`config.mk`:
```
export PLATFORM = sky130hd
export DESIGN_NAME = pafxy_prep
export DESIGN_NICKNAME = d
export VERILOG_FILES = /design/src/hdl/pafxy_pkg.sv /design/src/hdl/pafxy_prep.sv
export SDC_FILE = /design/constraint.sdc
export NUM_CORES = 1
export LEC_CHECK = 0
export BUFFER_PORTS_ARGS = -buffer_cell sky130_fd_sc_hd__buf_2
export CAP_MARGIN = 20
export CELL_PAD_IN_SITES_DETAIL_PLACEMENT = 2
export CELL_PAD_IN_SITES_GLOBAL_PLACEMENT = 2
export CORE_MARGIN = 3
export CORE_UTILIZATION = 25
export DETAILED_ROUTE_END_ITERATION = 7
export PLACE_DENSITY = 0.86
export SLEW_MARGIN = 20
export SYNTH_ARGS = -nofsm -noshare
export SYNTH_HDL_FRONTEND = slang
export SYNTH_SLANG_ARGS = --single-unit
```
`constraint.sdc`:
```
create_clock -name clk -period 2.55 [get_ports clk]
set_clock_uncertainty 0.2 [all_clocks]
set_input_delay 0.3825 -clock clk [delete_from_list [all_inputs] [get_ports clk]]
set_output_delay 0.3825 -clock clk [all_outputs]
set_load 0.05 [all_outputs]
```
`src/hdl/pafxy_pkg.sv`:
```
// shared constants and the arctangent table for the polar angle unit
package pafxy_pkg;

    localparam int COORD_WIDTH_DEF = 16;
    localparam int ITERATIONS_DEF  = 16;
    localparam int PRESCALE_BITS   = 24;
    localparam int GUARD_BITS      = 3;
    localparam int Z_WIDTH         = 35;
    localparam int TAB_WIDTH       = 30;
    localparam int ANGLE_WIDTH     = 16;
    localparam int ROUND_SHIFT     = 17;
    localparam int Q_WIDTH         = Z_WIDTH - ROUND_SHIFT;

    localparam logic signed [Z_WIDTH-1:0] PI_Q30     = 35'sd3373259426;
    localparam logic signed [Z_WIDTH-1:0] TWO_PI_Q30 = 35'sd6746518852;
    localparam logic signed [Z_WIDTH-1:0] ROUND_HALF = 35'sd65536;
    localparam logic [Q_WIDTH-1:0]        TWO_PI_Q13 = 18'd51472;

    function automatic logic [TAB_WIDTH-1:0] atan_entry(input logic [4:0] idx);
        logic [TAB_WIDTH-1:0] v;
        case (idx)
            5'd0:    v = 30'h3243F6A8;
            5'd1:    v = 30'h1DAC6705;
            5'd2:    v = 30'h0FADBAFC;
            5'd3:    v = 30'h07F56EA6;
            5'd4:    v = 30'h03FEAB76;
            5'd5:    v = 30'h01FFD55B;
            5'd6:    v = 30'h00FFFAAA;
            5'd7:    v = 30'h007FFF55;
            5'd8:    v = 30'h003FFFEA;
            5'd9:    v = 30'h001FFFFD;
            5'd10:   v = 30'h000FFFFF;
            5'd11:   v = 30'h0007FFFF;
            5'd12:   v = 30'h0003FFFF;
            5'd13:   v = 30'h0001FFFF;
            5'd14:   v = 30'h0000FFFF;
            5'd15:   v = 30'h00007FFF;
            5'd16:   v = 30'h00003FFF;
            5'd17:   v = 30'h00001FFF;
            5'd18:   v = 30'h00000FFF;
            5'd19:   v = 30'h000007FF;
            5'd20:   v = 30'h000003FF;
            5'd21:   v = 30'h000001FF;
            5'd22:   v = 30'h000000FF;
            5'd23:   v = 30'h0000007F;
            5'd24:   v = 30'h0000003F;
            5'd25:   v = 30'h0000001F;
            5'd26:   v = 30'h0000000F;
            5'd27:   v = 30'h00000008;
            5'd28:   v = 30'h00000004;
            5'd29:   v = 30'h00000002;
            5'd30:   v = 30'h00000001;
            default: v = 30'h00000000;
        endcase
        return v;
    endfunction

endpackage

```
`src/hdl/pafxy_prep.sv`:
```
// input stage: sign extension, prescale, left half-plane fold, origin detect
module pafxy_prep
    import pafxy_pkg::*;
#(
    parameter int COORD_WIDTH = COORD_WIDTH_DEF,
    parameter int DW          = COORD_WIDTH_DEF + PRESCALE_BITS + GUARD_BITS
)
(
    input  logic                          clk,
    input  logic                          rst_n,
    input  logic                          up_valid,
    output logic                          up_ready,
    input  logic signed [COORD_WIDTH-1:0] x_coord,
    input  logic signed [COORD_WIDTH-1:0] y_coord,
    output logic                          dn_valid,
    input  logic                          dn_ready,
    output logic signed [DW-1:0]          x_out,
    output logic signed [DW-1:0]          y_out,
    output logic signed [Z_WIDTH-1:0]     z_out,
    output logic                          org_out
);

    logic                      valid_reg;
    logic                      valid_next;
    logic signed [DW-1:0]      x_reg;
    logic signed [DW-1:0]      y_reg;
    logic signed [Z_WIDTH-1:0] z_reg;
    logic                      org_reg;
    logic signed [DW-1:0]      x_sc;
    logic signed [DW-1:0]      y_sc;
    logic signed [DW-1:0]      x_next;
    logic signed [DW-1:0]      y_next;
    logic signed [Z_WIDTH-1:0] z_next;
    logic                      org_next;

    assign up_ready = !valid_reg || dn_ready;

    always_comb
    begin
        x_sc     = {{(DW-COORD_WIDTH){x_coord[COORD_WIDTH-1]}}, x_coord} <<< PRESCALE_BITS;
        y_sc     = {{(DW-COORD_WIDTH){y_coord[COORD_WIDTH-1]}}, y_coord} <<< PRESCALE_BITS;
        org_next = (x_coord == '0) && (y_coord == '0);
        if (x_coord[COORD_WIDTH-1])
        begin
            x_next = -x_sc;
            y_next = -y_sc;
            z_next = PI_Q30;
        end
        else
        begin
            x_next = x_sc;
            y_next = y_sc;
            z_next = '0;
        end
        valid_next = up_ready ? up_valid : valid_reg;
    end

    always_ff @(posedge clk or negedge rst_n)
    begin
        if (!rst_n)
        begin
            valid_reg <= 1'b0;
        end
        else
        begin
            valid_reg <= valid_next;
        end
    end

    always_ff @(posedge clk)
    begin
        if (up_ready && up_valid)
        begin
            x_reg   <= x_next;
            y_reg   <= y_next;
            z_reg   <= z_next;
            org_reg <= org_next;
        end
    end

    assign dn_valid = valid_reg;
    assign x_out    = x_reg;
    assign y_out    = y_reg;
    assign z_out    = z_reg;
    assign org_out  = org_reg;

endmodule

```
==> impl_metrics.yaml <==
timing:
  hold_violations: 0
  min_period_ns: 2.03
  setup_viol: 0
  max_freq_mhz: 493
  worst_slack_ns: 0.521
  fin_crit_sh: 0.796
  rsz0062_at_grt: "no"
  slew_viol_final: 0
  maxSlewHeadroom: 0.659
  worst_slew_pin_slew_ns: 0.507
  fin_setup_tns_ns: 0
finish:
  final_common_cell: "buf_2"
  drive_above_1_share: 0.359
  final_nets: 352
  multi_input_area_sq_um: 981
  register_area_sq_mm: 0.00123
  finalCoreUtilization: 0.304
  n_antenna_cell: 0
  fillers: 1128
  fin_area_sq_mm: 0.00303
  area_growth_pct: 16.1
  final_cell_mix: "92 x buf_2, 70 x conb_1, 40 x edfxtp_1"
hold_path:
  whs_path_depth: 2
  hp-start: "up_valid"
  holdPathEnd: "dn_valid"
  min_path_type: "primary input to flop"
worst_setup_path:
  reg2reg_depth: 3
  crit_cells: 6
  critPathMaxFanout: 7
  cp-start-kind: "primary input"
  worstReg2RegEnd: "x_out[24]"
  cp_top_family: "simple AND/OR/NAND/NOR gates"
  cp_num_buf_inv: 2
  cp-startpoint: "y_coord[1]"
  worstPathArrival_ns: 1.85
  path_class: "primary input to flop"
  cp.required_ns: 2.37
  ff2ff_setup_slack_ns: 0.81
  worst_path_max_delay_cell: "or3b_2"
  cpPeakStageDelay_ns: 0.55
  cp-end-kind: "flop"
  r2r_start: "dn_valid"
  path_cells: "buf_2 -> inv_1 -> ha_1 -> or3b_2 -> nor4_1 -> o21ai_0"
global_route:
  antenna_found_initial: 2
  grt_first_pass_wirelength_mm: 9.57
  grt_pass1_vias: 1846
  grt_overflow: 0
  grt_usage: 0.106
  grt_max_degree: 26
die:
  ios: 160
  row_count: 36
  die-area_sq_mm: 0.0117
  core_sq_mm: 0.00995
  fp.dieW_microns: 108
  fp.dieH_microns: 108
  initial_core_util: 0.262
drt:
  wl_per_cell_microns: 14.5
  drt-initial-drc-count: 52
  wl_mm: 6.52
  drt_first_pass_iters: 4
  drt-vias-per-instance: 4.08
  ant_nets: 0
  drc: 0
  vias: 1830
pwr:
  leakagePower_nw: 1.32
  ir_drop_v: 0.000207
  power_density_mw_per_mm2: 667
clocking:
  tritoncts: "done"
  clkTransAtPathRegs_ns: 0.08
  cts_sinks: 41
  h-tree-depth: 2
  clk_latency_ns: 0.29
  cts_buffers: 5
  clockBufferDepth: 2
  post-cts-setup-buffers: 0
  cts.root.buffer_cell: "clkbuf_8"
placement:
  gp_congestion: 0.706
  postPlaceCellArea_sq_mm: 0.00290
  hpwl_mm: 5.25
  dp_slack_ns: 0.186
  place.port_buffers: 92
yosys:
  synth_top_area_share: 0.460
  synth-adder-area-share: 0.00959
  synth-simple-area-share: 0.0805
  synth-xor-area-share: 0.0906
  netlist_instances: 229
  synth_cell_types: 33
  synthMuxAreaShare: 0
  synth_area_per_cell_sq_um: 11.4
  synth_compound_area_frac: 0.0940
  ys_seq_area_frac: 0.470
  yosysTopAreaCell: "edfxtp_1"
  ys_ff_latch: 41
  yosysWarnings: 0
  synthTopCellsByArea: "edfxtp_1 46%, buf_4 24%, xnor2_1 6.4%, xor2_1 2.7%, o41ai_2 1.9%"
  syn_area_sq_mm: 0.00261
  synth_top_family_by_area: "buffers and inverters"
run_status:
  status: "finished, final reports clean"
run:
  maxCapViolations: 0
## logic make-up after synthesis
logic type      Yosys count
compound gates           29
xor+xnor                 27
fa+ha+maj                 2
buf+inv                  94
flops                    41
other cells               1
simple gates             35
## per-stage QoR
stage,hold slack [ns],total power [mW],std cells
final,0.108,2.02,448
after global routing,0.102,2.10,448
after CTS,0.103,2.04,448
after detailed placement,-0.0364,1.49,439
after global placement,-0.0426,1.47,439
after floorplan,-0.113,1.44,298
## metal layers
metal / global-route usage / vias to the layer above / wire, microns / share of wire
met3: 0.0376 / 16 / 702 / 0.11
met4: 0.0514 / 4 / 202 / 0.031
li1: - / 827 / - / -
met1: 0.104 / 871 / 2190 / 0.34
met5: 0 / - / 27 / 0.0041
met2: 0.197 / 112 / 3390 / 0.52
## what timing repair did
item | in CTS | in global routing
resized for setup | 0 | 0
endpoints found under the hold margin | 1 | 0
hold buffers | 1 | 0
## worst reg2reg max path, stage by stage (launching register included)
cell	delay, ns
dfrtp_1	0.39
nand2b_1	0.12
and2_2	0.48
buf_12	0.25
## registers in the layout (all words and copies together) (netlist names)
| register | count |
|---|---|
| y_out | 19 |
| dn_valid | 1 |
| z_out | 1 |
| x_out | 19 |
| org_out | 1 |
## final cells by class
type | instances | share of cell area
inverters | 6 | 0.00743
flip-flops and latches | 41 | 0.405
clock buffers | 6 | 0.0273
multi-input cells | 163 | 0.324
repair buffers | 97 | 0.169
well taps | 133 | 0.0549
clock inverters | 2 | 0.0124
## report_power, final
group	total (mW)	internal (mW)	switching, mW	leakage, nW
clock network	0.545	0.318	0.227	0.0574
logic	0.659	0.111	0.548	0.874
registers	0.815	0.800	0.0142	0.393
## synthesized netlist by cell type
cell	count
or3_1	3
and4_1	1
o41ai_1	3
and3_1	1
or4_1	4
conb_1	1
o41ai_2	3
a31oi_1	3
inv_1	6
nor3_1	4
edfxtp_1	40
nand2_1	4
buf_4	82
nor4_2	1
nand4_1	1
buf_2	2
o41ai_4	1
dfrtp_1	1
xor2_1	8
nor4_1	3
or3b_2	1
and2_1	1
or2_2	2
ha_1	2
o31ai_1	5
a41o_1	1
a41oi_1	3
o21ai_0	8
clkbuf_1	4
a21oi_1	2
xnor2_1	19
nor2_1	4
nand2b_1	5
## worst max path at each step
stage,end,slack (ns)
final,y_out[40],0.52
after detailed placement,y_out[40],0.19
after floorplan,org_out,0.24
after CTS,y_out[40],0.49
after global placement,y_out[40],0.28
after global routing,y_out[42],0.32
(Power assumes the default switching activity.)
