===== src/hdl/pafxy_pkg.sv =====
// shared constants and the arctangent table for the polar angle unit
package pafxy_pkg;

    localparam int COORD_WIDTH_DEF = 16;
    localparam int ITERATIONS_DEF  = 16;
    localparam int PRESCALE_BITS   = 24;
    localparam int GUARD_BITS      = 3;
    localparam int Z_WIDTH         = 35;
    localparam int TAB_WIDTH       = 30;
    localparam int ANGLE_WIDTH     = 16;
    localparam int ROUND_SHIFT     = 17;
    localparam int Q_WIDTH         = Z_WIDTH - ROUND_SHIFT;

    localparam logic signed [Z_WIDTH-1:0] PI_Q30     = 35'sd3373259426;
    localparam logic signed [Z_WIDTH-1:0] TWO_PI_Q30 = 35'sd6746518852;
    localparam logic signed [Z_WIDTH-1:0] ROUND_HALF = 35'sd65536;
    localparam logic [Q_WIDTH-1:0]        TWO_PI_Q13 = 18'd51472;

    function automatic logic [TAB_WIDTH-1:0] atan_entry(input logic [4:0] idx);
        logic [TAB_WIDTH-1:0] v;
        case (idx)
            5'd0:    v = 30'h3243F6A8;
            5'd1:    v = 30'h1DAC6705;
            5'd2:    v = 30'h0FADBAFC;
            5'd3:    v = 30'h07F56EA6;
            5'd4:    v = 30'h03FEAB76;
            5'd5:    v = 30'h01FFD55B;
            5'd6:    v = 30'h00FFFAAA;
            5'd7:    v = 30'h007FFF55;
            5'd8:    v = 30'h003FFFEA;
            5'd9:    v = 30'h001FFFFD;
            5'd10:   v = 30'h000FFFFF;
            5'd11:   v = 30'h0007FFFF;
            5'd12:   v = 30'h0003FFFF;
            5'd13:   v = 30'h0001FFFF;
            5'd14:   v = 30'h0000FFFF;
            5'd15:   v = 30'h00007FFF;
            5'd16:   v = 30'h00003FFF;
            5'd17:   v = 30'h00001FFF;
            5'd18:   v = 30'h00000FFF;
            5'd19:   v = 30'h000007FF;
            5'd20:   v = 30'h000003FF;
            5'd21:   v = 30'h000001FF;
            5'd22:   v = 30'h000000FF;
            5'd23:   v = 30'h0000007F;
            5'd24:   v = 30'h0000003F;
            5'd25:   v = 30'h0000001F;
            5'd26:   v = 30'h0000000F;
            5'd27:   v = 30'h00000008;
            5'd28:   v = 30'h00000004;
            5'd29:   v = 30'h00000002;
            5'd30:   v = 30'h00000001;
            default: v = 30'h00000000;
        endcase
        return v;
    endfunction

endpackage


===== src/hdl/pafxy_round.sv =====
// output stage: fold into [0, 2*pi), round to q3.13, wrap, origin override
module pafxy_round
    import pafxy_pkg::*;
(
    input  logic                      clk,
    input  logic                      rst_n,
    input  logic                      up_valid,
    output logic                      up_ready,
    input  logic signed [Z_WIDTH-1:0] z_in,
    input  logic                      org_in,
    output logic                      dn_valid,
    input  logic                      dn_ready,
    output logic [ANGLE_WIDTH-1:0]    angle,
    output logic                      origin_flag
);

    logic                      valid_reg;
    logic                      valid_next;
    logic [ANGLE_WIDTH-1:0]    angle_reg;
    logic [ANGLE_WIDTH-1:0]    angle_next;
    logic                      org_reg;
    logic signed [Z_WIDTH-1:0] z_fold;
    logic signed [Z_WIDTH-1:0] z_sum;
    logic [Q_WIDTH-1:0]        q;

    assign up_ready = !valid_reg || dn_ready;

    always_comb
    begin
        z_fold = z_in;
        if (z_fold < 0)
        begin
            z_fold = z_fold + TWO_PI_Q30;
        end
        if (z_fold < 0)
        begin
            z_fold = '0;
        end
        z_sum = z_fold + ROUND_HALF;
        q     = z_sum[Z_WIDTH-1:ROUND_SHIFT];
        if (org_in || (q >= TWO_PI_Q13))
        begin
            angle_next = '0;
        end
        else
        begin
            angle_next = q[ANGLE_WIDTH-1:0];
        end
        valid_next = up_ready ? up_valid : valid_reg;
    end

    always_ff @(posedge clk or negedge rst_n)
    begin
        if (!rst_n)
        begin
            valid_reg <= 1'b0;
        end
        else
        begin
            valid_reg <= valid_next;
        end
    end

    always_ff @(posedge clk)
    begin
        if (up_ready && up_valid)
        begin
            angle_reg <= angle_next;
            org_reg   <= org_in;
        end
    end

    assign dn_valid    = valid_reg;
    assign angle       = angle_reg;
    assign origin_flag = org_reg;

endmodule


===== config.mk =====
export PLATFORM = sky130hd
export DESIGN_NAME = pafxy_round
export DESIGN_NICKNAME = d
export VERILOG_FILES = /design/src/hdl/pafxy_pkg.sv /design/src/hdl/pafxy_round.sv
export SDC_FILE = /design/constraint.sdc
export NUM_CORES = 1
export LEC_CHECK = 0
export ABC_CLOCK_PERIOD_IN_PS = 1800
export BUFFER_PORTS_ARGS = -buffer_cell sky130_fd_sc_hd__buf_2
export CORE_ASPECT_RATIO = 0.7
export CORE_MARGIN = 1
export CORE_UTILIZATION = 54
export CTS_CLUSTER_SIZE = 14
export DETAILED_ROUTE_END_ITERATION = 10
export PLACE_DENSITY = 0.81
export SLEW_MARGIN = 20
export SYNTH_ARGS = -nofsm -noshare
export SYNTH_HDL_FRONTEND = slang
export SYNTH_SLANG_ARGS = --single-unit

===== constraint.sdc =====
create_clock -name clk -period 1.8 [get_ports clk]
set_clock_uncertainty 0.2 [all_clocks]
set_input_delay 0.27 -clock clk [delete_from_list [all_inputs] [get_ports clk]]
set_output_delay 0.27 -clock clk [all_outputs]
set_load 0.02 [all_outputs]

==> impl_metrics.csv <==
group,metric,value,unit
final_layout,multiInputGateArea,1817,µm²
global_routing,antenna_found_initial,3,
die,row_count,19,
clocking,path_clk_slew,80,ps
synthesis,async_reset_ff_share,5.556,%
global_routing,grt_usage,41.04,%
placement,gp_congestion,0.9810,
worst_setup_path,critPathMaxStageDelay,460,ps
worst_setup_path,worstSetupPathType,"input port to flip-flop",
placement,hpwl,6.717,mm
final_layout,most-common-layout-cells,"104 x buf_4, 54 x buf_2, 32 x nor2_1",
die,dieArea,4509,µm²
placement,dp.cells,485,
sta,worst_slack,-2473,ps
status,violations,"negative setup slack",
power,totalPowerFinal,0.001714,W
placement,place_ws,-2444,ps
sta,hold_slack,18.44,ps
power,swShare,39.55,%
worst_setup_path,slowest_stage,"or4_4",
die,io_pins,59,
final_layout,final_common_cell,"buf_4",
global_routing,use_met1,49.80,%
clocking,clock_latency,260,ps
global_routing,grt_pass1_wl,14.25,mm
final_layout,regArea,535.5,µm²
global_routing,busiest_layer,"met2",
clocking,htree_levels,1,
worst_setup_path,crit_fanout,8,
routing,drc,0,
sta,tightest_slew,768.1,ps
worst_setup_path,cp_cell_sequence,"buf_2 > a211oi_1 > nand2_1 > a21o_1 > xor2_1 > nor2_2 > ha_4 > nand3_4 > mux2_4 > or4_4 > buf_4 > nor4_1 > a221oi_1 > a31oi_2 > a21oi_4 > buf_12 > nor3_2",
sta,slew-limit-headroom,48.07,%
global_routing,first_global_vias,2992,
synthesis,yosys_warnings,0,
sta,finalHoldViolations,0,
synthesis,synth_cell_type_count,66,
worst_setup_path,path_delay_family,"simple AND/OR/NAND/NOR gates",
power,combPwrFrac,51.9,%
job,max-cap-violations,0,
final_layout,final_nets,487,
die,die_x,79.83,µm
worst_setup_path,timing.critical_path.to_type,"flip-flop",
final_layout,syn_to_final_growth,58.63,%
synthesis,synth_area,2290,µm²
routing,routedWlPerCell,23.15,µm
power,power.density,472.0,nW/µm²
die,die_h,56.48,µm
placement,io_buffers,56,
global_routing,grtUsageMet3,10.41,%
sta,rsz0062_at_grt,"true",
synthesis,syn-num-nets,334,
routing,drt_pass1_iterations,8,
final_layout,largest_reg_flops,16,
power,p_leak,1.518,nW
worst_setup_path,worst_ep_required_time,1650,ps
synthesis,synth-seq-cells,18,
power,ir_worst_vdd,0.5037,mV
clocking,clockRootBuffer,"clkbuf_8",
synthesis,ys.flop_type,"edfxtp_1",
routing,ant_nets,0,
sta,maxSlewViolCount,0,
global_routing,grt_overflow,0,
clocking,clk_path_buf_depth,2,
sta,timing.fmax,234.0,MHz
power,p_seq_share,29.8,%
hold_path,hp-class,"input port to flip-flop",
sta,period_needed,4273,ps
clocking,cts_tree,"built",
clocking,cts-buffers-inserted,3,
final_layout,drive_above_1_share,46.29,%
routing,drt_wl_total,11.57,mm
sta,setup_viol,16,
synthesis,synth-edff-count,17,
global_routing,use_met2,67.16,%
final_layout,final_util,90.95,%
synthesis,syn_avg_cell_area,7.815,µm²
final_layout,fillers,175,
power,power_frac_clock,18.2,%
die,initial_core_util,57.33,%
final_layout,final_cells,500,
power,internal_power,0.001036,W
sta,finalCritPeriodShare,237.4,%
synthesis,synthCells,293,
routing,drtIter0Drc,584,
status,status,"finished with violations",
routing,viasPerCell,7.230,
worst_setup_path,crit_buf_inv,3,
routing,vias,3615,
worst_setup_path,critPathLaunchType,"input port",
global_routing,grt_max_degree,22,
power,switchingPower,0.0006779,W
die,core_area,3994,µm²
worst_setup_path,critPathArrivalTime,4130,ps
synthesis,yosysSeqAreaShare,23.39,%
clocking,tritoncts_num_sinks,18,
-- power by group through the flow --
stage / sequential (W) / combinational (W) / clock [W]
after floorplan: 0.000555 / 0.000354 / 0
after global placement: 0.000514 / 0.000700 / 0
after detailed placement: 0.000517 / 0.000733 / 0
after CTS: 0.000508 / 0.000757 / 0.000289
after global routing: 0.000515 / 0.000930 / 0.000320
final: 0.000511 / 0.000890 / 0.000312
-- through the flow --
step / instance area [µm²] / setup TNS [ps]
after global placement: 3362 / -35790
after global routing: 3627 / -41270
after CTS: 3466 / -32570
final: 3632 / -38190
after detailed placement: 3362 / -38140
after floorplan: 2366 / -38500
-- timing repair --
item / 4_1_cts / 5_1_grt
hold buffers: 1 / 0
endpoints found under the setup margin: 16 / 33
pin swaps: 2 / 2
gates cloned: 0 / 1
endpoints found under the hold margin: 1 / 0
gates resized for setup: 7 / 19
buffers inserted: 2 / 4
-- final timing paths --
path | start | endpoint | slack (ps) | cells past startpoint
setup / recovery | z_in[13] | angle[7]$_SDFFCE_PP0P_ | -2470 | 17
hold / removal | up_valid | dn_valid$_DFFE_PN0N_ | 20 | 2
setup reg to reg | dn_valid$_DFFE_PN0N_ | angle[5]$_SDFFCE_PP0P_ | 280 | 2
hold reg to reg | dn_valid$_DFFE_PN0N_ | dn_valid$_DFFE_PN0N_ | 360 | 2
max in group asynchronous | rst_n | dn_valid$_DFFE_PN0N_ | 1200 | 2
min in group asynchronous | rst_n | dn_valid$_DFFE_PN0N_ | 120 | 2
-- metal layers --
metal  vias up  share of wire [%]
li1       1444                  -
met1      1588                 34
met2       424                 42
met3       157                 15
met4         2                9.5
met5         -               0.10
-- layout make-up --
type	instances	share of cell area (%)
Timing Repair Buffer	164	31.38
Clock inverter	1	0.1033
Antenna cell	3	0.2067
Clock buffer	3	1.137
Multi-Input combinational cell	253	50.02
Inverter	6	0.6200
Tap cell	52	1.791
Sequential cell	18	14.74
-- cell families after synthesis --
kind of cell | share of synthesized area (%)
AO/OA/AOI/OAI | 28.03
XOR/XNOR | 6.885
adder cells (fa/ha/maj) | 0.5464
buffers and inverters | 4.043
flip-flops | 23.39
multiplexers | 2.404
AND/OR/NAND/NOR | 34.70
-- cell usage after synthesis (all sizes together), types with 2 or more instances --
library cell	n	area share (%)
a2111oi	3	1.4
or4b	2	0.87
o31a	3	1.1
o41ai	4	1.9
nor3	15	3.3
edfxtp	17	22
or2	3	0.82
mux2	4	2.0
inv	6	0.98
or4	4	1.5
nand4	6	1.6
o21ai	12	2.6
nor4	9	3.9
a211oi	7	2.8
nand2	26	4.3
and2	6	1.6
nor2b	3	0.82
o21a	5	1.6
a21boi	3	0.98
a22oi	2	0.66
and4	3	1.1
xnor2	12	4.6
xor2	6	2.3
or3	6	1.6
nand2b	5	1.4
buf	4	1.1
a311o	2	0.87
o2111ai	2	0.77
o221ai	2	0.77
nor2	36	5.9
clkbuf	12	2.0
o31ai	2	0.66
a21oi	23	5.7
a211o	2	0.77
nand3b	2	0.66
a31oi	4	1.1
nand3	7	1.5
and3	6	1.6
-- worst register-to-register path, cell delays in order, from the launching register on --
cell	delay (ps)
dfrtp_1	400
nand2b_1	110
and2_2	470
Power figures use the tool's default switching activity.
