$ cat config.mk
export PLATFORM = sky130hd
export DESIGN_NAME = pafxy_cell
export DESIGN_NICKNAME = d
export VERILOG_FILES = /design/src/hdl/pafxy_pkg.sv /design/src/hdl/pafxy_cell.sv
export SDC_FILE = /design/constraint.sdc
export NUM_CORES = 1
export LEC_CHECK = 0
export ABC_AREA = 1
export BUFFER_PORTS_ARGS = -buffer_cell sky130_fd_sc_hd__buf_2
export CAP_MARGIN = 5
export CORE_MARGIN = 2
export CORE_UTILIZATION = 54
export DETAILED_ROUTE_END_ITERATION = 7
export PLACE_DENSITY = 0.91
export REMOVE_ABC_BUFFERS = 1
export SYNTH_ARGS = -nofsm -noshare
export SYNTH_HDL_FRONTEND = slang
export SYNTH_SLANG_ARGS = --single-unit
$ cat constraint.sdc
create_clock -name clk -period 6.5 [get_ports clk]
set_clock_uncertainty 0.15 [all_clocks]
set_input_delay 0 -clock clk [delete_from_list [all_inputs] [get_ports clk]]
set_output_delay 0 -clock clk [all_outputs]
set_load 0.1 [all_outputs]
$ cat src/hdl/pafxy_pkg.sv
// shared constants and the arctangent table for the polar angle unit
package pafxy_pkg;

    localparam int COORD_WIDTH_DEF = 16;
    localparam int ITERATIONS_DEF  = 16;
    localparam int PRESCALE_BITS   = 24;
    localparam int GUARD_BITS      = 3;
    localparam int Z_WIDTH         = 35;
    localparam int TAB_WIDTH       = 30;
    localparam int ANGLE_WIDTH     = 16;
    localparam int ROUND_SHIFT     = 17;
    localparam int Q_WIDTH         = Z_WIDTH - ROUND_SHIFT;

    localparam logic signed [Z_WIDTH-1:0] PI_Q30     = 35'sd3373259426;
    localparam logic signed [Z_WIDTH-1:0] TWO_PI_Q30 = 35'sd6746518852;
    localparam logic signed [Z_WIDTH-1:0] ROUND_HALF = 35'sd65536;
    localparam logic [Q_WIDTH-1:0]        TWO_PI_Q13 = 18'd51472;

    function automatic logic [TAB_WIDTH-1:0] atan_entry(input logic [4:0] idx);
        logic [TAB_WIDTH-1:0] v;
        case (idx)
            5'd0:    v = 30'h3243F6A8;
            5'd1:    v = 30'h1DAC6705;
            5'd2:    v = 30'h0FADBAFC;
            5'd3:    v = 30'h07F56EA6;
            5'd4:    v = 30'h03FEAB76;
            5'd5:    v = 30'h01FFD55B;
            5'd6:    v = 30'h00FFFAAA;
            5'd7:    v = 30'h007FFF55;
            5'd8:    v = 30'h003FFFEA;
            5'd9:    v = 30'h001FFFFD;
            5'd10:   v = 30'h000FFFFF;
            5'd11:   v = 30'h0007FFFF;
            5'd12:   v = 30'h0003FFFF;
            5'd13:   v = 30'h0001FFFF;
            5'd14:   v = 30'h0000FFFF;
            5'd15:   v = 30'h00007FFF;
            5'd16:   v = 30'h00003FFF;
            5'd17:   v = 30'h00001FFF;
            5'd18:   v = 30'h00000FFF;
            5'd19:   v = 30'h000007FF;
            5'd20:   v = 30'h000003FF;
            5'd21:   v = 30'h000001FF;
            5'd22:   v = 30'h000000FF;
            5'd23:   v = 30'h0000007F;
            5'd24:   v = 30'h0000003F;
            5'd25:   v = 30'h0000001F;
            5'd26:   v = 30'h0000000F;
            5'd27:   v = 30'h00000008;
            5'd28:   v = 30'h00000004;
            5'd29:   v = 30'h00000002;
            5'd30:   v = 30'h00000001;
            default: v = 30'h00000000;
        endcase
        return v;
    endfunction

endpackage

$ cat src/hdl/pafxy_cell.sv
// one cordic vectoring step with its own pipeline register
module pafxy_cell
    import pafxy_pkg::*;
#(
    parameter int DW   = COORD_WIDTH_DEF + PRESCALE_BITS + GUARD_BITS,
    parameter int STEP = 0
)
(
    input  logic                      clk,
    input  logic                      rst_n,
    input  logic                      up_valid,
    output logic                      up_ready,
    input  logic signed [DW-1:0]      x_in,
    input  logic signed [DW-1:0]      y_in,
    input  logic signed [Z_WIDTH-1:0] z_in,
    input  logic                      org_in,
    output logic                      dn_valid,
    input  logic                      dn_ready,
    output logic signed [DW-1:0]      x_out,
    output logic signed [DW-1:0]      y_out,
    output logic signed [Z_WIDTH-1:0] z_out,
    output logic                      org_out
);

    localparam logic [4:0] IDX = 5'(STEP);
    localparam logic signed [Z_WIDTH-1:0] STEP_ANGLE =
        signed'({{(Z_WIDTH-TAB_WIDTH){1'b0}}, atan_entry(IDX)});

    logic                      valid_reg;
    logic                      valid_next;
    logic signed [DW-1:0]      x_reg;
    logic signed [DW-1:0]      y_reg;
    logic signed [Z_WIDTH-1:0] z_reg;
    logic                      org_reg;
    logic signed [DW-1:0]      x_next;
    logic signed [DW-1:0]      y_next;
    logic signed [Z_WIDTH-1:0] z_next;
    logic signed [DW-1:0]      xs;
    logic signed [DW-1:0]      ys;
    logic                      y_pos;

    assign up_ready = !valid_reg || dn_ready;

    always_comb
    begin
        xs    = x_in >>> STEP;
        ys    = y_in >>> STEP;
        y_pos = !y_in[DW-1] && (y_in != '0);
        if (y_pos)
        begin
            x_next = x_in + ys;
            y_next = y_in - xs;
            z_next = z_in + STEP_ANGLE;
        end
        else
        begin
            x_next = x_in - ys;
            y_next = y_in + xs;
            z_next = z_in - STEP_ANGLE;
        end
        valid_next = up_ready ? up_valid : valid_reg;
    end

    always_ff @(posedge clk or negedge rst_n)
    begin
        if (!rst_n)
        begin
            valid_reg <= 1'b0;
        end
        else
        begin
            valid_reg <= valid_next;
        end
    end

    always_ff @(posedge clk)
    begin
        if (up_ready && up_valid)
        begin
            x_reg   <= x_next;
            y_reg   <= y_next;
            z_reg   <= z_next;
            org_reg <= org_in;
        end
    end

    assign dn_valid = valid_reg;
    assign x_out    = x_reg;
    assign y_out    = y_reg;
    assign z_out    = z_reg;
    assign org_out  = org_reg;

endmodule

==> summary.txt <==
Outcome
  • Status: complete, but fails checks
  • Failing checks: DRC

Routing
  • Met3 routed WL: 6.98 mm
  • Wire length per cell: ~20 um
  • First-pass iteration count of the detailed router: 8
  • Antenna Nets Post-Route: 0
  • Vias: 19,300
  • Met1 Routed Length: 27.1 mm
  • DR vias/cell: 5.77
  • DR WL met2: 30.0 mm
  • DRT Wirelength: 67.6 mm
  • Starting DRT DRC Count: between 2,000 and 2,500
  • Residual DRC: 3
  • Max Used Layer: met5

Hold path
  • Hold path startpoint: x_in[42]
  • Hold depth: 5
  • Min-Delay Endpoint: x_out[42]$_DFFE_PP_
  • Hold WC Path Type: primary input to flop

Clock network
  • TritonCTS Buffers: 17
  • Sink Count: 122
  • Clock root cell: clkbuf_16
  • CTS tree: built
  • Clock Latency Late Sink: around 0.46 ns
  • Cts hold-fix bufs: 40
  • H-Tree Depth: 4
  • Clock Tree Buf Depth: 2
  • Clk slew on worst S/H paths: roughly 0.070 ns
  • Post-CTS sizing: 0
  • Post-CTS Repair Setup Buffers: 0

Final layout
  • Final core utilization: 0.631
  • Syn-to-layout area delta: 14.2%
  • Filler cell count: approximately 2,800
  • Layout cells sized above 1: 0.132
  • Final instance area: 0.0188 mm^2
  • Final Non-Filler Cells: 3,343
  • Most common cell after layout, fill and taps aside: nand2_1
  • Total Nets Final: 3,224
  • Most frequent cells in the layout: nand2_1 (915), inv_1 (427), buf_2 (249)

Place
  • Pre-CTS setup slack: 2.14 ns
  • Placed cell areas: 0.0178 mm^2
  • DP HPWL: 55.1 mm
  • RePlAce Congestion: a little over 1
  • IO buf count: roughly 250
  • Placed Cells: 3,269

Timing
  • Max-slew headroom: 0.433
  • Tightest Pin Transition: 0.851 ns
  • Final setup vio count: 0
  • RSZ-0062 raised after global routing: no
  • Worst setup margin: 1.92 ns
  • Final period util: 0.705
  • Fin crit period: 4.58 ns
  • Final hold vios: 0
  • Fmax: around 220 MHz
  • Max-slew violation count: 0

Global route
  • Total grt overflow: 0
  • Largest net degree at the start of global routing: 66
  • Total GRT Usage: 0.424
  • First-pass GRT wire length: slightly above 100 mm
  • Vias in the first global route: 18,600
  • Antenna violations before repair: 3

Die
  • Die width: around 180 um
  • Core footprint: 0.0298 mm^2
  • Row count: 63
  • Vert. Die Dim: 179 um
  • Starting density of the core: 0.553
  • Die area: 0.0319 mm^2
  • Top Ports: 250

Logic synthesis
  • Yosys cell types: 44
  • Synthesized area per cell: 6.13 um^2
  • Ys flop type: edfxtp_1
  • Number of synthesized flops with an enable pin: 121
  • Fraction of registers with async set/reset: 0.00820
  • Sequential area share after synthesis: 0.222
  • Post-synthesis register bit count: 122
  • Cell Area, Synth: ~0.016 mm^2
  • Post-Synthesis Cells: roughly 2,700
  • Warnings, synthesis: 0

Worst setup path
  • Reg2Reg Capture Point: y_out[37]$_DFFE_PP_
  • Reg2Reg Depth: 3
  • Required @ worst endpoint: 6.57 ns
  • Endpoint type of the worst setup path: flop
  • CP startpoint kind: primary input
  • CP Class: primary input to flop
  • Crit path max fanout: between 60 and 70
  • Worst reg2reg startpoint: dn_valid$_DFFE_PN0N_
  • Worst Path Arrival: 4.65 ns
  • Launch point of the worst path: y_in[1]
  • R2R setup slack: 3.91 ns

Power
  • Maximum vdd ir drop: 0.166 mV
  • Leakage power: 10.1 nW
  • PD cells: 216 mW/mm^2
  • Pwr Total: 0.00406 W

Flow run
  • Number of max-cap violations: 0
==> area by class of cell <==
class                   instances  area, um^2  share of cell area
clock inverters                15         141             0.00752
inverters                     439        1650              0.0877
well taps                     390         488              0.0260
diodes                          2        5.00            0.000266
multi-input cells            2065       10800               0.572
repair buffers                293        1680              0.0892
clock buffers                  17         425              0.0226
flip-flops and latches        122        3660               0.195
==> cells by family (layout without fill, tap and decap cells) <==
group                    Yosys count  in the layout  synth area share
AND/OR/NAND/NOR                 1523           1523             0.389
buffers and inverters            498            764             0.126
AO/OA/AOI/OAI                    328            328             0.111
adder cells (fa/ha/maj)          160            160             0.123
flip-flops                       122            122             0.222
XOR/XNOR                          54             54            0.0287
other                              0              2                 0
==> how the worst max path moves through the flow <==
| stage | to | slack (ns) | depth (start not counted) |
|---|---|---|---|
| after floorplan | org_out$_DFFE_PP_ | -1.05 | 1 |
| after global placement | z_out[34]$_DFFE_PP_ | 2.23 | 19 |
| after detailed placement | z_out[34]$_DFFE_PP_ | 2.14 | 19 |
| after CTS | z_out[34]$_DFFE_PP_ | 2.05 | 20 |
| after global routing | z_out[24]$_DFFE_PP_ | 1.65 | 17 |
| final | z_out[34]$_DFFE_PP_ | 1.92 | 20 |
==> through the flow <==
stage                     hold WS (ns)  setup TNS [ns]
final                          0.00585               0
after global routing            0.0101               0
after CTS                      0.00154               0
after detailed placement        -0.375               0
after global placement          -0.373               0
after floorplan                 -0.446         -127.33
==> flip-flops by register name, summed over array words and instances, names as in the netlist <==
signal,flops
dn_valid,1
org_out,1
x_out,43
y_out,42
z_out,35
==> cells in the mapped netlist, types with 5 or more instances <==
master    number  area share
nand2_1      915        0.21
inv_1        427       0.097
nand3_1      235       0.071
nor2_1       230       0.052
a21oi_1      159       0.048
ha_1         156        0.12
edfxtp_1     121        0.22
o21ai_0       87       0.026
xor2_1        49       0.026
nor2_2        38       0.014
buf_4         31       0.014
nand4_1       29       0.011
o21bai_1      26       0.012
o21ai_1       25      0.0076
nor3_1        19      0.0058
buf_2         18      0.0055
nand2_2       17      0.0065
a21oi_2       11      0.0059
inv_2         11      0.0025
and2_1         8      0.0030
buf_6          8      0.0055
nand3_2        7      0.0043
nand3b_1       6      0.0027
or2_2          5      0.0019
xnor2_1        5      0.0027
==> critical path, cell delays in order <==
cell           delay [ns]
dlygate4sd3_1        0.53
buf_2                0.19
nor2_1               0.12
nand4_1              0.11
nor3_1               0.43
nand4_1              0.28
nand2_4              0.51
inv_2                0.44
buf_4                0.49
ha_1                 0.51
nand2_1              0.11
nor2_1               0.11
inv_1                0.07
nor2_1               0.10
inv_1                0.06
or2_2                0.29
nand3_1              0.10
inv_1                0.05
nand2_1              0.06
nand2_1              0.05
==> layer usage <==
layer / GRT usage / up-vias
met1: 0.532 / 8842
met5: 0 / -
met2: 0.686 / 1207
li1: - / 9003
met3: 0.0955 / 234
met4: 0.211 / 2
==> power breakdown <==
| part | internal, W | switching [W] | leakage [nW] | total [W] |
|---|---|---|---|---|
| combinational | 0.000466 | 0.00157 | 8.65 | 0.00204 |
| sequential | 0.000984 | 0.0000233 | 1.17 | 0.00101 |
| clock | 0.000534 | 0.000481 | 0.270 | 0.00102 |
(Power assumes the default switching activity.)
